**src/bfp_pkg.sv**
```systemverilog
// Shared types, constants and microcode for the brainfuck processor.
package bfp_pkg;

    localparam int TAPE_DEPTH = 4096;
    localparam int PROG_DEPTH = 4096;
    localparam int TAPE_AW    = $clog2(TAPE_DEPTH);
    localparam int PROG_AW    = $clog2(PROG_DEPTH);
    localparam int LEN_W      = PROG_AW + 1;

    localparam logic [TAPE_AW-1:0] TAPE_LAST = TAPE_AW'(TAPE_DEPTH - 1);
    localparam logic [LEN_W-1:0]   PROG_FULL = LEN_W'(PROG_DEPTH);

    // Actions
    localparam logic [1:0] A_RESTART = 2'd0;
    localparam logic [1:0] A_LOAD    = 2'd1;
    localparam logic [1:0] A_STEP    = 2'd2;
    localparam logic [1:0] A_ERASE   = 2'd3;

    // Status codes
    localparam logic [2:0] ST_RUN     = 3'd0;
    localparam logic [2:0] ST_WAIT    = 3'd1;
    localparam logic [2:0] ST_HALT    = 3'd2;
    localparam logic [2:0] ST_PTR     = 3'd3;
    localparam logic [2:0] ST_BRACKET = 3'd4;
    localparam logic [2:0] ST_FULL    = 3'd5;

    // Program characters
    localparam logic [7:0] CH_PLUS  = 8'h2B;
    localparam logic [7:0] CH_MINUS = 8'h2D;
    localparam logic [7:0] CH_RIGHT = 8'h3E;
    localparam logic [7:0] CH_LEFT  = 8'h3C;
    localparam logic [7:0] CH_COMMA = 8'h2C;
    localparam logic [7:0] CH_DOT   = 8'h2E;
    localparam logic [7:0] CH_OPEN  = 8'h5B;
    localparam logic [7:0] CH_CLOSE = 8'h5D;

    typedef logic [5:0] t_upc;
    typedef logic [4:0] t_act;
    typedef logic [4:0] t_cond;

    // Datapath operations
    localparam t_act ACT_NOP        = 5'd0;
    localparam t_act ACT_LATCH      = 5'd1;
    localparam t_act ACT_CLR_INIT   = 5'd2;
    localparam t_act ACT_CLR_WRITE  = 5'd3;
    localparam t_act ACT_CLR_BOOT   = 5'd4;
    localparam t_act ACT_REPORT     = 5'd5;
    localparam t_act ACT_LOAD_WRITE = 5'd6;
    localparam t_act ACT_STAT_FULL  = 5'd7;
    localparam t_act ACT_ERASE      = 5'd8;
    localparam t_act ACT_COPY_STATE = 5'd9;
    localparam t_act ACT_SET_HALT   = 5'd10;
    localparam t_act ACT_SET_PTR    = 5'd11;
    localparam t_act ACT_SET_BRK    = 5'd12;
    localparam t_act ACT_SET_WAIT   = 5'd13;
    localparam t_act ACT_FINISH     = 5'd14;
    localparam t_act ACT_READ_OP    = 5'd15;
    localparam t_act ACT_INC_CELL   = 5'd16;
    localparam t_act ACT_DEC_CELL   = 5'd17;
    localparam t_act ACT_DP_INC     = 5'd18;
    localparam t_act ACT_DP_DEC     = 5'd19;
    localparam t_act ACT_EMIT       = 5'd20;
    localparam t_act ACT_STORE_IN   = 5'd21;
    localparam t_act ACT_PC_INC     = 5'd22;
    localparam t_act ACT_FWD_INIT   = 5'd23;
    localparam t_act ACT_FWD_READ   = 5'd24;
    localparam t_act ACT_FWD_STEP   = 5'd25;
    localparam t_act ACT_BWD_INIT   = 5'd26;
    localparam t_act ACT_BWD_READ   = 5'd27;
    localparam t_act ACT_BWD_STEP   = 5'd28;

    // Jump conditions
    localparam t_cond C_NEVER     = 5'd0;
    localparam t_cond C_ALWAYS    = 5'd1;
    localparam t_cond C_NO_START  = 5'd2;
    localparam t_cond C_RESTART   = 5'd3;
    localparam t_cond C_LOAD      = 5'd4;
    localparam t_cond C_ERASE     = 5'd5;
    localparam t_cond C_STOPPED   = 5'd6;
    localparam t_cond C_PC_END    = 5'd7;
    localparam t_cond C_DISPATCH  = 5'd8;
    localparam t_cond C_FULL      = 5'd9;
    localparam t_cond C_DP_LAST   = 5'd10;
    localparam t_cond C_DP_ZERO   = 5'd11;
    localparam t_cond C_NO_INPUT  = 5'd12;
    localparam t_cond C_CELL_NZ   = 5'd13;
    localparam t_cond C_CELL_ZERO = 5'd14;
    localparam t_cond C_IDX_END   = 5'd15;
    localparam t_cond C_IDX_ZERO  = 5'd16;
    localparam t_cond C_NO_MFWD   = 5'd17;
    localparam t_cond C_NO_MBWD   = 5'd18;
    localparam t_cond C_CLR_MORE  = 5'd19;
    localparam t_cond C_BOOT      = 5'd20;

    // Microcode addresses
    localparam t_upc U_CLR_INIT = 6'd0;
    localparam t_upc U_CLR_LOOP = 6'd1;
    localparam t_upc U_CLR_DONE = 6'd2;
    localparam t_upc U_REPORT   = 6'd3;
    localparam t_upc U_IDLE     = 6'd4;
    localparam t_upc U_DEC_R    = 6'd5;
    localparam t_upc U_DEC_L    = 6'd6;
    localparam t_upc U_DEC_E    = 6'd7;
    localparam t_upc U_STEP     = 6'd8;
    localparam t_upc U_STEP_END = 6'd9;
    localparam t_upc U_FETCH    = 6'd10;
    localparam t_upc U_DISPATCH = 6'd11;
    localparam t_upc U_LOAD     = 6'd12;
    localparam t_upc U_LOAD_WR  = 6'd13;
    localparam t_upc U_LFULL    = 6'd14;
    localparam t_upc U_ERASE    = 6'd15;
    localparam t_upc U_STOPPED  = 6'd16;
    localparam t_upc U_HALT     = 6'd17;
    localparam t_upc U_PTR      = 6'd18;
    localparam t_upc U_BRK      = 6'd19;
    localparam t_upc U_WAIT     = 6'd20;
    localparam t_upc U_FINISH   = 6'd21;
    localparam t_upc U_PLUS     = 6'd22;
    localparam t_upc U_MINUS    = 6'd23;
    localparam t_upc U_RIGHT    = 6'd24;
    localparam t_upc U_RIGHT_GO = 6'd25;
    localparam t_upc U_LEFT     = 6'd26;
    localparam t_upc U_LEFT_GO  = 6'd27;
    localparam t_upc U_DOT      = 6'd28;
    localparam t_upc U_COMMA    = 6'd29;
    localparam t_upc U_COMMA_GO = 6'd30;
    localparam t_upc U_OPEN     = 6'd31;
    localparam t_upc U_FWD_INIT = 6'd32;
    localparam t_upc U_FWD_RD   = 6'd33;
    localparam t_upc U_FWD_STEP = 6'd34;
    localparam t_upc U_FWD_DONE = 6'd35;
    localparam t_upc U_CLOSE    = 6'd36;
    localparam t_upc U_BWD_INIT = 6'd37;
    localparam t_upc U_BWD_RD   = 6'd38;
    localparam t_upc U_BWD_STEP = 6'd39;
    localparam t_upc U_BWD_DONE = 6'd40;
    localparam t_upc U_SKIP     = 6'd41;

    typedef struct packed {
        t_act  act;
        t_cond cond;
        t_upc  tgt;
    } t_uword;

    // Status flags from the datapath to the sequencer
    typedef struct packed {
        logic       is_restart;
        logic       is_load;
        logic       is_erase;
        logic       stopped;
        logic       pc_end;
        logic       full;
        logic       dp_last;
        logic       dp_zero;
        logic       no_input;
        logic       cell_zero;
        logic       idx_end;
        logic       idx_zero;
        logic       match_fwd;
        logic       match_bwd;
        logic       clr_more;
        logic       boot;
        logic [7:0] op;
    } t_flags;

    function automatic t_uword mk(input t_act a, input t_cond c, input t_upc t);
        t_uword w;
        w.act  = a;
        w.cond = c;
        w.tgt  = t;
        return w;
    endfunction

    function automatic t_uword ucode(input t_upc pc);
        t_uword w;
        case (pc)
            U_CLR_INIT: w = mk(ACT_CLR_INIT,   C_NEVER,     U_IDLE);
            U_CLR_LOOP: w = mk(ACT_CLR_WRITE,  C_CLR_MORE,  U_CLR_LOOP);
            U_CLR_DONE: w = mk(ACT_CLR_BOOT,   C_BOOT,      U_IDLE);
            U_REPORT:   w = mk(ACT_REPORT,     C_ALWAYS,    U_IDLE);
            U_IDLE:     w = mk(ACT_LATCH,      C_NO_START,  U_IDLE);
            U_DEC_R:    w = mk(ACT_NOP,        C_RESTART,   U_CLR_INIT);
            U_DEC_L:    w = mk(ACT_NOP,        C_LOAD,      U_LOAD);
            U_DEC_E:    w = mk(ACT_NOP,        C_ERASE,     U_ERASE);
            U_STEP:     w = mk(ACT_NOP,        C_STOPPED,   U_STOPPED);
            U_STEP_END: w = mk(ACT_NOP,        C_PC_END,    U_HALT);
            U_FETCH:    w = mk(ACT_READ_OP,    C_NEVER,     U_IDLE);
            U_DISPATCH: w = mk(ACT_NOP,        C_DISPATCH,  U_SKIP);
            U_LOAD:     w = mk(ACT_NOP,        C_FULL,      U_LFULL);
            U_LOAD_WR:  w = mk(ACT_LOAD_WRITE, C_ALWAYS,    U_REPORT);
            U_LFULL:    w = mk(ACT_STAT_FULL,  C_ALWAYS,    U_REPORT);
            U_ERASE:    w = mk(ACT_ERASE,      C_ALWAYS,    U_REPORT);
            U_STOPPED:  w = mk(ACT_COPY_STATE, C_ALWAYS,    U_REPORT);
            U_HALT:     w = mk(ACT_SET_HALT,   C_ALWAYS,    U_REPORT);
            U_PTR:      w = mk(ACT_SET_PTR,    C_ALWAYS,    U_REPORT);
            U_BRK:      w = mk(ACT_SET_BRK,    C_ALWAYS,    U_REPORT);
            U_WAIT:     w = mk(ACT_SET_WAIT,   C_ALWAYS,    U_REPORT);
            U_FINISH:   w = mk(ACT_FINISH,     C_ALWAYS,    U_REPORT);
            U_PLUS:     w = mk(ACT_INC_CELL,   C_ALWAYS,    U_FINISH);
            U_MINUS:    w = mk(ACT_DEC_CELL,   C_ALWAYS,    U_FINISH);
            U_RIGHT:    w = mk(ACT_NOP,        C_DP_LAST,   U_PTR);
            U_RIGHT_GO: w = mk(ACT_DP_INC,     C_ALWAYS,    U_FINISH);
            U_LEFT:     w = mk(ACT_NOP,        C_DP_ZERO,   U_PTR);
            U_LEFT_GO:  w = mk(ACT_DP_DEC,     C_ALWAYS,    U_FINISH);
            U_DOT:      w = mk(ACT_EMIT,       C_ALWAYS,    U_FINISH);
            U_COMMA:    w = mk(ACT_NOP,        C_NO_INPUT,  U_WAIT);
            U_COMMA_GO: w = mk(ACT_STORE_IN,   C_ALWAYS,    U_FINISH);
            U_OPEN:     w = mk(ACT_NOP,        C_CELL_NZ,   U_SKIP);
            U_FWD_INIT: w = mk(ACT_FWD_INIT,   C_NEVER,     U_IDLE);
            U_FWD_RD:   w = mk(ACT_FWD_READ,   C_IDX_END,   U_BRK);
            U_FWD_STEP: w = mk(ACT_FWD_STEP,   C_NO_MFWD,   U_FWD_RD);
            U_FWD_DONE: w = mk(ACT_NOP,        C_ALWAYS,    U_FINISH);
            U_CLOSE:    w = mk(ACT_NOP,        C_CELL_ZERO, U_SKIP);
            U_BWD_INIT: w = mk(ACT_BWD_INIT,   C_NEVER,     U_IDLE);
            U_BWD_RD:   w = mk(ACT_BWD_READ,   C_IDX_ZERO,  U_BRK);
            U_BWD_STEP: w = mk(ACT_BWD_STEP,   C_NO_MBWD,   U_BWD_RD);
            U_BWD_DONE: w = mk(ACT_NOP,        C_ALWAYS,    U_FINISH);
            U_SKIP:     w = mk(ACT_PC_INC,     C_ALWAYS,    U_FINISH);
            default:    w = mk(ACT_NOP,        C_ALWAYS,    U_IDLE);
        endcase
        return w;
    endfunction

    // Entry point of the routine for one program character
    function automatic t_upc op_entry(input logic [7:0] op);
        t_upc e;
        case (op)
            CH_PLUS:  e = U_PLUS;
            CH_MINUS: e = U_MINUS;
            CH_RIGHT: e = U_RIGHT;
            CH_LEFT:  e = U_LEFT;
            CH_DOT:   e = U_DOT;
            CH_COMMA: e = U_COMMA;
            CH_OPEN:  e = U_OPEN;
            CH_CLOSE: e = U_CLOSE;
            default:  e = U_SKIP;
        endcase
        return e;
    endfunction

endpackage

```
**src/bfp_useq.sv**
```systemverilog
// Microcode sequencer: step counter, control store and jump logic.
module bfp_useq import bfp_pkg::*; (
    input  logic   i_clk,
    input  logic   i_rst_n,
    input  logic   i_start,
    input  t_flags i_flags,
    output t_act   o_act,
    output logic   o_busy
);

    t_upc   r_upc;
    t_upc   n_upc;
    t_uword w;
    logic   take;

    assign w      = ucode(r_upc);
    assign o_act  = w.act;
    assign o_busy = (r_upc != U_IDLE);

    always_comb begin
        take = 1'b0;
        case (w.cond)
            C_NEVER:     take = 1'b0;
            C_ALWAYS:    take = 1'b1;
            C_NO_START:  take = !i_start;
            C_RESTART:   take = i_flags.is_restart;
            C_LOAD:      take = i_flags.is_load;
            C_ERASE:     take = i_flags.is_erase;
            C_STOPPED:   take = i_flags.stopped;
            C_PC_END:    take = i_flags.pc_end;
            C_DISPATCH:  take = 1'b1;
            C_FULL:      take = i_flags.full;
            C_DP_LAST:   take = i_flags.dp_last;
            C_DP_ZERO:   take = i_flags.dp_zero;
            C_NO_INPUT:  take = i_flags.no_input;
            C_CELL_NZ:   take = !i_flags.cell_zero;
            C_CELL_ZERO: take = i_flags.cell_zero;
            C_IDX_END:   take = i_flags.idx_end;
            C_IDX_ZERO:  take = i_flags.idx_zero;
            C_NO_MFWD:   take = !i_flags.match_fwd;
            C_NO_MBWD:   take = !i_flags.match_bwd;
            C_CLR_MORE:  take = i_flags.clr_more;
            C_BOOT:      take = i_flags.boot;
            default:     take = 1'b0;
        endcase

        if (w.cond == C_DISPATCH) begin
            n_upc = op_entry(i_flags.op);
        end else if (take) begin
            n_upc = w.tgt;
        end else begin
            n_upc = r_upc + 1'b1;
        end
    end

    always_ff @(posedge i_clk) begin
        if (!i_rst_n) begin
            r_upc <= U_CLR_INIT;
        end else begin
            r_upc <= n_upc;
        end
    end

endmodule

```
**config.mk**
```make
export PLATFORM = sky130hd
export DESIGN_NAME = bfp_useq
export DESIGN_NICKNAME = d
export VERILOG_FILES = /design/src/bfp_pkg.sv /design/src/bfp_useq.sv
export SDC_FILE = /design/constraint.sdc
export NUM_CORES = 1
export LEC_CHECK = 0
export ABC_AREA = 1
export BUFFER_PORTS_ARGS = -buffer_cell sky130_fd_sc_hd__buf_2
export CORE_ASPECT_RATIO = 1.25
export CORE_MARGIN = 3
export CORE_UTILIZATION = 40
export CTS_BUF_LIST = sky130_fd_sc_hd__clkbuf_8
export CTS_CLUSTER_SIZE = 40
export DETAILED_ROUTE_END_ITERATION = 8
export GPL_TIMING_DRIVEN = 0
export PLACE_DENSITY = 0.63
export RECOVER_POWER = 50
export SLEW_MARGIN = 20
export SYNTH_ARGS = -nofsm -noshare
export SYNTH_HDL_FRONTEND = slang
export SYNTH_SLANG_ARGS = --single-unit
```
**constraint.sdc**
```tcl
create_clock -name i_clk -period 2.2 [get_ports i_clk]
set_input_delay 0.44 -clock i_clk [delete_from_list [all_inputs] [get_ports i_clk]]
set_output_delay 0.44 -clock i_clk [all_outputs]
set_load 0.02 [all_outputs]
```
Word level (Yosys, flattened, before mapping)
Memory sizes are Yosys's and may differ from the RTL's. A register that Yosys moved wholly into a read port is not among the register bits.
Cells that the tools add are included.
Storage, ports and cells
  register bits: 6
  memory bits (read-only): 1024
  input port bits: 27
  output and inout port bits: 6
  logic and storage cells: 42
  memories: 1
Cells by class
  add/sub/neg operators: 1
  equality and inequality tests: 29
  mux-type cells: 5
  reduce and logical (&&, ||, !) cells: 5
Memories
  (no name shown): depth 64, bits a word 16, rd ports 1, clocked after memory_dff 1, write ports 0, line bfp_pkg.sv:176  | case (pc)
Operators with widths (count)
  $eq 8x6->1 const B: 6
  $pmux 6 s8: 1
  $eq 5x4->1 const B: 8
  $eq 5x5->1 const B: 5
  $eq 5x3->1 const B: 4
  $pmux 1 s19: 1
  $mux 6: 3
  $eq 8x7->1 const B: 2
  $eq 5x2->1 const B: 2
  $add 6x1->6 const B: 1
  $ne 6x3->1 const B: 1
  $eq 5x1->1 const B: 1
  $logic_not 1->1: 4
  $reduce_or 2->1: 1

Logic depth before layout (Yosys ltp)
Gate-level depths: netlist of the first run.
  depth in word-level cells: 6
  depth in mapped cells: 21
  mapped depth without buffers: 20

Least setup slack after synthesis of the first run
Ideal clock, no wire load.
  path type: register -> register
  start: register w[8] (netlist name)
  end: register w[9] (netlist name)
  setup time: 0.125 ns
  arrival: 2.055 ns
  data required time: 2.075 ns
  path slack: 0.020 ns
  cell stages (with the launch flop): 18
  buffers on the path: 0
  clock period less this slack: 2.180 ns
  path through: dfxtp_1 > inv_2 > nand2_2 > nor2_2 > nand2_1 > nand2_1 > nor2_1 > nand2_1 > nor2_4 > nand2_4 > nand2_1 > nand3_1 > nand2_2 > inv_2 > ha_1 > or2_1 > o211ai_1 > o21ai_1
Between the ends
  word-level cells in the longest chain between the ends: 6
Ends and longest elaborated chain
  $eq 5x4->1 or $eq 5x1->1 (tied branches): line bfp_useq.sv:22, bfp_useq.sv:47
  $reduce_or 2->1 (no source line)
  $pmux 1 s19: line bfp_useq.sv:22  | case (w.cond)
  $mux 6: line bfp_useq.sv:49  | end else if (take) begin
  $mux 6 (*): line bfp_useq.sv:47  | if (w.cond == C_DISPATCH) begin
  $mux 6 (no source line) (*)
Every way passes the cells marked *; elsewhere a longest branch is shown, timed or not.
A chain may end at the register's enable or synchronous reset.

Worst setup path in the final report of the first run
  start: register w[7] (netlist name)
  end: register w[6] (netlist name)
Between the ends
  word-level cells in the longest chain between the ends: 6
Ends and longest elaborated chain (line)
  $eq 5x4->1 or $eq 5x1->1 (tied branches): bfp_useq.sv:22, bfp_useq.sv:47
  $reduce_or 2->1 (no source line)
  $pmux 1 s19: bfp_useq.sv:22
  $mux 6: bfp_useq.sv:49
  $mux 6 (*): bfp_useq.sv:47
  $mux 6 (no source line) (*)
Marks and branches as above.

==> results of run 1 <==
-- worst min-delay path, delay by kind of cell --
kind | cells | cell delay (ns)
AO/OA/AOI/OAI | 1 | 0.07
buffers and inverters | 1 | 0.11
AND/OR/NAND/NOR | 1 | 0.10
-- how the worst max path moves through the flow --
stage	depth (start not counted)	endpoint	slack, ns
3_5_place_dp	17	w[9]$_DFF_P_	-0.47
3_3_place_gp	19	w[3]$_DFF_P_	-0.49
2_1_floorplan	17	w[9]$_DFF_P_	0.02
4_1_cts	18	w[7]$_DFF_P_	-0.13
5_1_grt	19	w[6]$_DFF_P_	-0.39
6_report	19	w[6]$_DFF_P_	-0.26
-- layer usage --
metal  track usage  part of all wire  wire [um]
met2         0.412              0.52       3890
met4         0.103             0.040        304
met3        0.0184             0.060        455
met5             0                 0          0
met1         0.268              0.38       2900
-- timing repair --
item / in CTS / in global routing
gates resized for setup: 75 / 50
hold buffers: 0 / 0
setup endpoints to repair: 16 / 16
pin swaps: 24 / 31
setup buffers: 26 / 10
cloned: 1 / 2
-- logic make-up after synthesis --
| logic type | after synthesis |
|---|---|
| buf+inv | 52 |
| simple gates | 229 |
| compound gates | 35 |
| flops | 22 |
| xor+xnor | 4 |
| fa+ha+maj | 14 |
-- cells in the mapped netlist, types with 5 or more instances --
master and number:
ha_1 14, dfxtp_1 22, inv_1 27, nor2_2 5, inv_2 12, a21oi_1 10, nor3_1 10, o21ai_1 8
nand2_1 116, nand3_1 34, nand4_1 9, buf_4 6, o21ai_0 6, nor2_1 35, nand2_2 7
-- cells in the final DEF (no fill, tap or decap), types with 3 or more instances in the layout --
cell / n
a21oi_1: 10
buf_12: 4
buf_2: 27
buf_4: 32
buf_6: 9
clkbuf_1: 6
clkbuf_8: 3
dfxtp_1: 17
dfxtp_4: 4
ha_1: 4
ha_2: 3
ha_4: 7
inv_1: 21
inv_2: 8
inv_4: 8
nand2_1: 97
nand2_2: 18
nand2_4: 8
nand2_8: 4
nand3_1: 26
nand3_2: 8
nand3_4: 4
nand4_1: 9
nor2_1: 31
nor2_2: 5
nor2_4: 8
nor3_1: 5
nor3_2: 5
o211ai_1: 4
o21ai_1: 10
o21ai_2: 3
xor2_1: 4
-- area by class of cell --
class,count,share of cell area
Buffer,11,0.0341
Clock buffer,3,0.0126
Clock inverter,1,0.00919
Inverter,41,0.0586
Multi-Input combinational cell,284,0.572
Sequential cell,22,0.140
Tap cell,62,0.0237
Timing Repair Buffer,68,0.148
Timing Repair inverter,1,0.00268
-- per-stage QoR --
| stage | hold slack, ns | TNS, ns | power [mW] |
|---|---|---|---|
| after detailed placement | 0.584 | -6.04 | 2.45 |
| after global placement | 0.586 | -6.33 | 2.46 |
| final | 0.522 | -2.26 | 4.40 |
| after CTS | 0.524 | -1.49 | 3.72 |
| after global routing | 0.530 | -4.75 | 4.66 |
| after floorplan | 0.537 | 0 | 1.99 |
-- registers in the layout, summed over array words and instances, names as in the netlist --
register,count
w,16
r_upc,6
-- power groups by stage --
stage / registers, mW / clock network (mW) / logic (mW)
floorplan: 0.577 / 0 / 1.41
global placement: 0.590 / 0 / 1.87
detailed placement: 0.594 / 0 / 1.86
CTS: 0.607 / 0.377 / 2.73
global route: 0.649 / 0.397 / 3.61
finish: 0.636 / 0.374 / 3.39
==> impl_metrics.tcl, run 1 <==
set metrics [dict create \
    syn_area_um2 2160 \
    r2r-end "w[6]$_DFF_P_" \
    synth_area_per_cell_um2 6.06 \
    multi_input_area_um2 1870 \
    hold_viol_final 0 \
    cp-startpoint "w[7]$_DFF_P_" \
    r2r_cells 19 \
    cts_root_buf "clkbuf_8" \
    fill_cells 471 \
    cp_num_buf_inv 3 \
    grt_pass1_wl_mm 11.4 \
    synth_xor_area_frac 0.0162 \
    initial_utilization 0.419 \
    nNetsFinal 473 \
    finalClockSkew_ns 0.00199 \
    max_stage_delay_ns 0.40 \
    hold_depth 3 \
    synth_top_family_by_area "simple AND/OR/NAND/NOR gates" \
    synthAdderAreaFrac 0.0812 \
    synth_compound_gate_area_share 0.101 \
    postLayoutCellArea_um2 3270 \
    setup_viol 16 \
    power_density_nw_per_um2 1350 \
    drt_iter0_drc 206 \
    critical_path_class "register to register" \
    worstPathMaxFanout 8 \
    clk_path_buf_depth 2 \
    ys.flop_type "dfxtp_1" \
    status "finished, violations left" \
    seqCellArea_um2 457 \
    vias 2718 \
    slew_headroom 0.702 \
    grt_pass1_vias 2479 \
    clock.fmax_mhz 407 \
    synthArstFlopShare 0 \
    cts.sinks 22 \
    cts-buffers-inserted 3 \
    slowest_stage "dfxtp_4" \
    path_delay_family "simple AND/OR/NAND/NOR gates" \
    min_from "i_rst_n" \
    cpMostUsedCell "nand2_1" \
    cts_tree "built" \
    htree_levels 1 \
    synth_seq_area_share 0.204 \
    via_per_inst 5.51 \
    min_to "r_upc[5]$_SDFF_PN0_" \
    portBuffers 32 \
    muxShareOfSynthArea 0 \
    synth_top_area_frac 0.204 \
    ys_ff_latch 22 \
    final_util 0.634 \
    dr.pass1.iters 6 \
    io_pins 33 \
    dp_hpwl_mm 4.71 \
    seqPwrFrac 0.145 \
    area_delta_synth_final_pct 51.4 \
    yosys-top-cells-area "dfxtp_1 20%, nand2_1 20%, ha_1 8.1%" \
    clkLatencyLatePin_ns 0.26 \
    max-cap-violations 0 \
    finalNonFillerCells 493 \
    layout_setup_ws_ns -0.256 \
    r2r_setup_slack_ns -0.26 \
    worst_ep_arrival_time_ns 2.59 \
    p_leak_nw 1.63 \
    worst_pin_slew_ns 0.446 \
    dpl.cell_count 450 \
    endpoint_kind "register" \
    p_comb_frac 0.770 \
    fp-row-count 29 \
    wl_mm 7.55 \
    synth_edf_count 0 \
    fp.dieH_um 88.1 \
    path_cells "buf_6 -> nor2_4 -> nand3_2 -> nand2_1 -> nor2_2 -> nor2_2 -> nor2_4 -> nand2_4 -> nand2_4 -> nand3_4 -> nand2_8 -> clkinv_8 -> ha_2 -> inv_2 -> nand2_1 -> nand2_1 -> nand3_1 -> nand2_1 -> nand2_2" \
    yosys.area.top_type "dfxtp_1" \
    synth-simple-area-share 0.485 \
    drc 0 \
    fin_crit_sh 1.12 \
    clk_pin_slew_ns 0.08 \
    p_sw_frac 0.494 \
    antenna_found_initial 0 \
    slew_viol_final 0 \
    start_kind "register" \
    r2r_start "w[7]$_DFF_P_" \
    ys_types 31 \
    coreArea_um2 5150 \
    die_w_um 71.7 \
    vdd_drop_max_v 0.000697 \
    post-place-ws_ns -0.468 \
    finalCriticalPeriod_ns 2.46 \
    globalRoute.totalOverflow 0 \
    dieArea_um2 6320 \
    syn_nets 397 \
    placed_area_um2 2400 \
    switchingPower_mw 2.17 \
    hold_class "input port to register" \
    syn_inst 356 \
    ant_nets 0 \
    p_int_mw 2.23 \
    grt_usage 0.227 \
    power_frac_clock 0.085 \
    gp_congestion 0.951 \
    violations "setup timing" \
    wl_per_cell_um 15.3 \
    yosysWarnings 0 \
    drive_gt1_frac 0.418 \
    worstPathRequired_ns 2.34 \
    grt_start_max_net_pins 14 \
    diodes 0 \
    rsz0062_at_grt "true" \
]
Power figures use the tool's default switching activity.
==> inputs of run 2 (changes only) <==
--- a/config.mk
+++ b/config.mk
@@ -9,12 +9,11 @@
 export BUFFER_PORTS_ARGS = -buffer_cell sky130_fd_sc_hd__buf_2
 export CORE_ASPECT_RATIO = 1.25
 export CORE_MARGIN = 3
-export CORE_UTILIZATION = 40
+export CORE_UTILIZATION = 38
 export CTS_BUF_LIST = sky130_fd_sc_hd__clkbuf_8
 export CTS_CLUSTER_SIZE = 40
 export DETAILED_ROUTE_END_ITERATION = 8
 export GPL_TIMING_DRIVEN = 0
-export PLACE_DENSITY = 0.63
 export RECOVER_POWER = 50
 export SLEW_MARGIN = 20
 export SYNTH_ARGS = -nofsm -noshare
==> run 2 against run 1 <==
Net effect:
- the run still ends with setup timing left
- sequential cell count stayed put
- total power shrank 0.79%
- clock-buffer cell count stayed put
- worst hold slack improved by 0.14 ns
- first-iteration DRC count fell by 28%
- fmax increased by 5.3%
- clock power about the same
- die area increased by 4.9%
- clock skew grew 0.0045 ns
- sequential share of layout area is 0.33 points lower
- critical endpoint is now w[8]$_DFF_P_
- largest cell class unchanged
- highest routed layer unchanged
==> impl_metrics.tcl, run 2 (synthesized netlist as in run 1, its figures left out) <==
set metrics [dict create \
    fin_crit_sh 1.06 \
    grt_pass1_vias 2559 \
    final_common_cell "nand2_1" \
    placed_area_um2 2400 \
    diodes 0 \
    initial_utilization 0.394 \
    final_cell_mix "96 x nand2_1, 33 x buf_4, 27 x buf_2" \
    fin_hold_ws_ns 0.664 \
    fp.dieH_um 90.3 \
    worst_pin_slew_ns 0.444 \
    slew_viol_final 0 \
    clk_path_buf_depth 2 \
    slew_headroom 0.703 \
    portBuffers 32 \
    critical_path_class "register to register" \
    power_density_nw_per_um2 1300 \
    drt_iter0_drc 148 \
    clock.fmax_mhz 429 \
    dieArea_um2 6630 \
    postLayoutCellArea_um2 3350 \
    fp-row-count 30 \
    largest_reg_flops 16 \
    violations "setup timing" \
    grt_usage 0.219 \
    r2r_start "w[6]$_DFF_P_" \
    globalRoute.totalOverflow 0 \
    nNetsFinal 474 \
    clk_pin_slew_ns 0.08 \
    clkLatencyLatePin_ns 0.26 \
    die_w_um 73.4 \
    dp_hpwl_mm 4.64 \
    worstPathRequired_ns 2.35 \
    hold_class "input port to register" \
    drc 0 \
    worst_ep_arrival_time_ns 2.48 \
    finalClockSkew_ns 0.00648 \
    io_pins 33 \
    hold_viol_final 0 \
    htree_levels 1 \
    wl_mm 7.25 \
    status "finished, violations left" \
    cts_tree "built" \
    drive_gt1_frac 0.451 \
    via_per_inst 5.24 \
    cts_root_buf "clkbuf_8" \
    antenna_found_initial 0 \
    hold_buffers 0 \
    post-place-ws_ns -0.470 \
    cp-startpoint "w[6]$_DFF_P_" \
    setup_viol 16 \
    rsz0062_at_grt "true" \
    max-cap-violations 0 \
    vias 2601 \
    gp_congestion 0.965 \
    layout_setup_ws_ns -0.133 \
    area_delta_synth_final_pct 55.1 \
    ant_nets 0 \
    min_from "i_rst_n" \
    start_kind "register" \
    finalNonFillerCells 496 \
    endpoint_kind "register" \
    dr.pass1.iters 4 \
    p_leak_nw 1.66 \
    finalCriticalPeriod_ns 2.33 \
    vdd_drop_max_v 0.000650 \
    grt_pass1_wl_mm 11.7 \
    worstPathMaxFanout 6 \
    cts.sinks 22 \
    wl_per_cell_um 14.6 \
    cts-buffers-inserted 3 \
    dpl.cell_count 452 \
    fin_setup_tns_ns -1.36 \
    grt_start_max_net_pins 14 \
    coreArea_um2 5480 \
]
-- run 2: cell count changes in the layout (fill, tap and decap cells not counted), sizes merged --
cell	delta
buf	+3
clkinv	-2
inv	+1
nand2	-1
-- run 2: area by class of cell --
type | count | area (um^2)
Fill cell | 488 | 2130
Sequential cell | 22 | 457
Clock inverter | 1 | 30.0
Tap cell | 64 | 80.1
Inverter | 41 | 189
Clock buffer | 3 | 41.3
Timing Repair Buffer | 71 | 494
Multi-Input combinational cell | 283 | 1940
Buffer | 11 | 114
-- run 2: critical path, cell delays in order, from the launching register on --
cell	delay, ns
dfxtp_4	0.42
nand2_4	0.07
nor2_4	0.14
nand2_1	0.07
nand2_1	0.08
nor2_2	0.04
nor2_2	0.14
nor2_4	0.07
buf_4	0.14
nand3_4	0.07
nand3_4	0.09
nand2_8	0.13
clkinv_8	0.09
buf_6	0.13
buf_6	0.11
ha_4	0.14
nand2_1	0.07
nand3_1	0.08
nand2_1	0.06
nand2_1	0.05
-- run 2: worst paths after layout --
kind | endpoint | slack, ns | depth (start not counted)
max | w[8]$_DFF_P_ | -0.13 | 19
max reg2reg | w[8]$_DFF_P_ | -0.13 | 19
min reg2reg | r_upc[4]$_SDFF_PN0_ | 0.70 | 4
min | r_upc[5]$_SDFF_PN0_ | 0.66 | 4
-- run 2: metal layers --
metal,up-vias,track usage,part of all wire
met4,0,0.101,0.049
li1,1302,-,-
met1,1178,0.258,0.39
met2,91,0.380,0.51
met3,30,0.0301,0.052
met5,-,0,0
-- run 2: metrics by stage --
stage          power (mW)  utilization
3_5_place_dp         2.46        0.438
2_1_floorplan        1.99            -
6_report             4.36        0.611
4_1_cts              3.91        0.566
5_1_grt              4.65        0.611
3_3_place_gp         2.48        0.438
-- run 2: what timing repair did --
action	CTS	global route
gates resized for setup	98	54
buffers inserted	34	5
pin swaps	41	18
endpoints found under the setup margin	16	16
cloned	1	0
-- run 2: power by group --
group	internal [mW]	switching [mW]	leakage [nW]
clock	0.243	0.129	0.0357
sequential	0.525	0.120	0.183
combinational	1.45	1.90	1.44
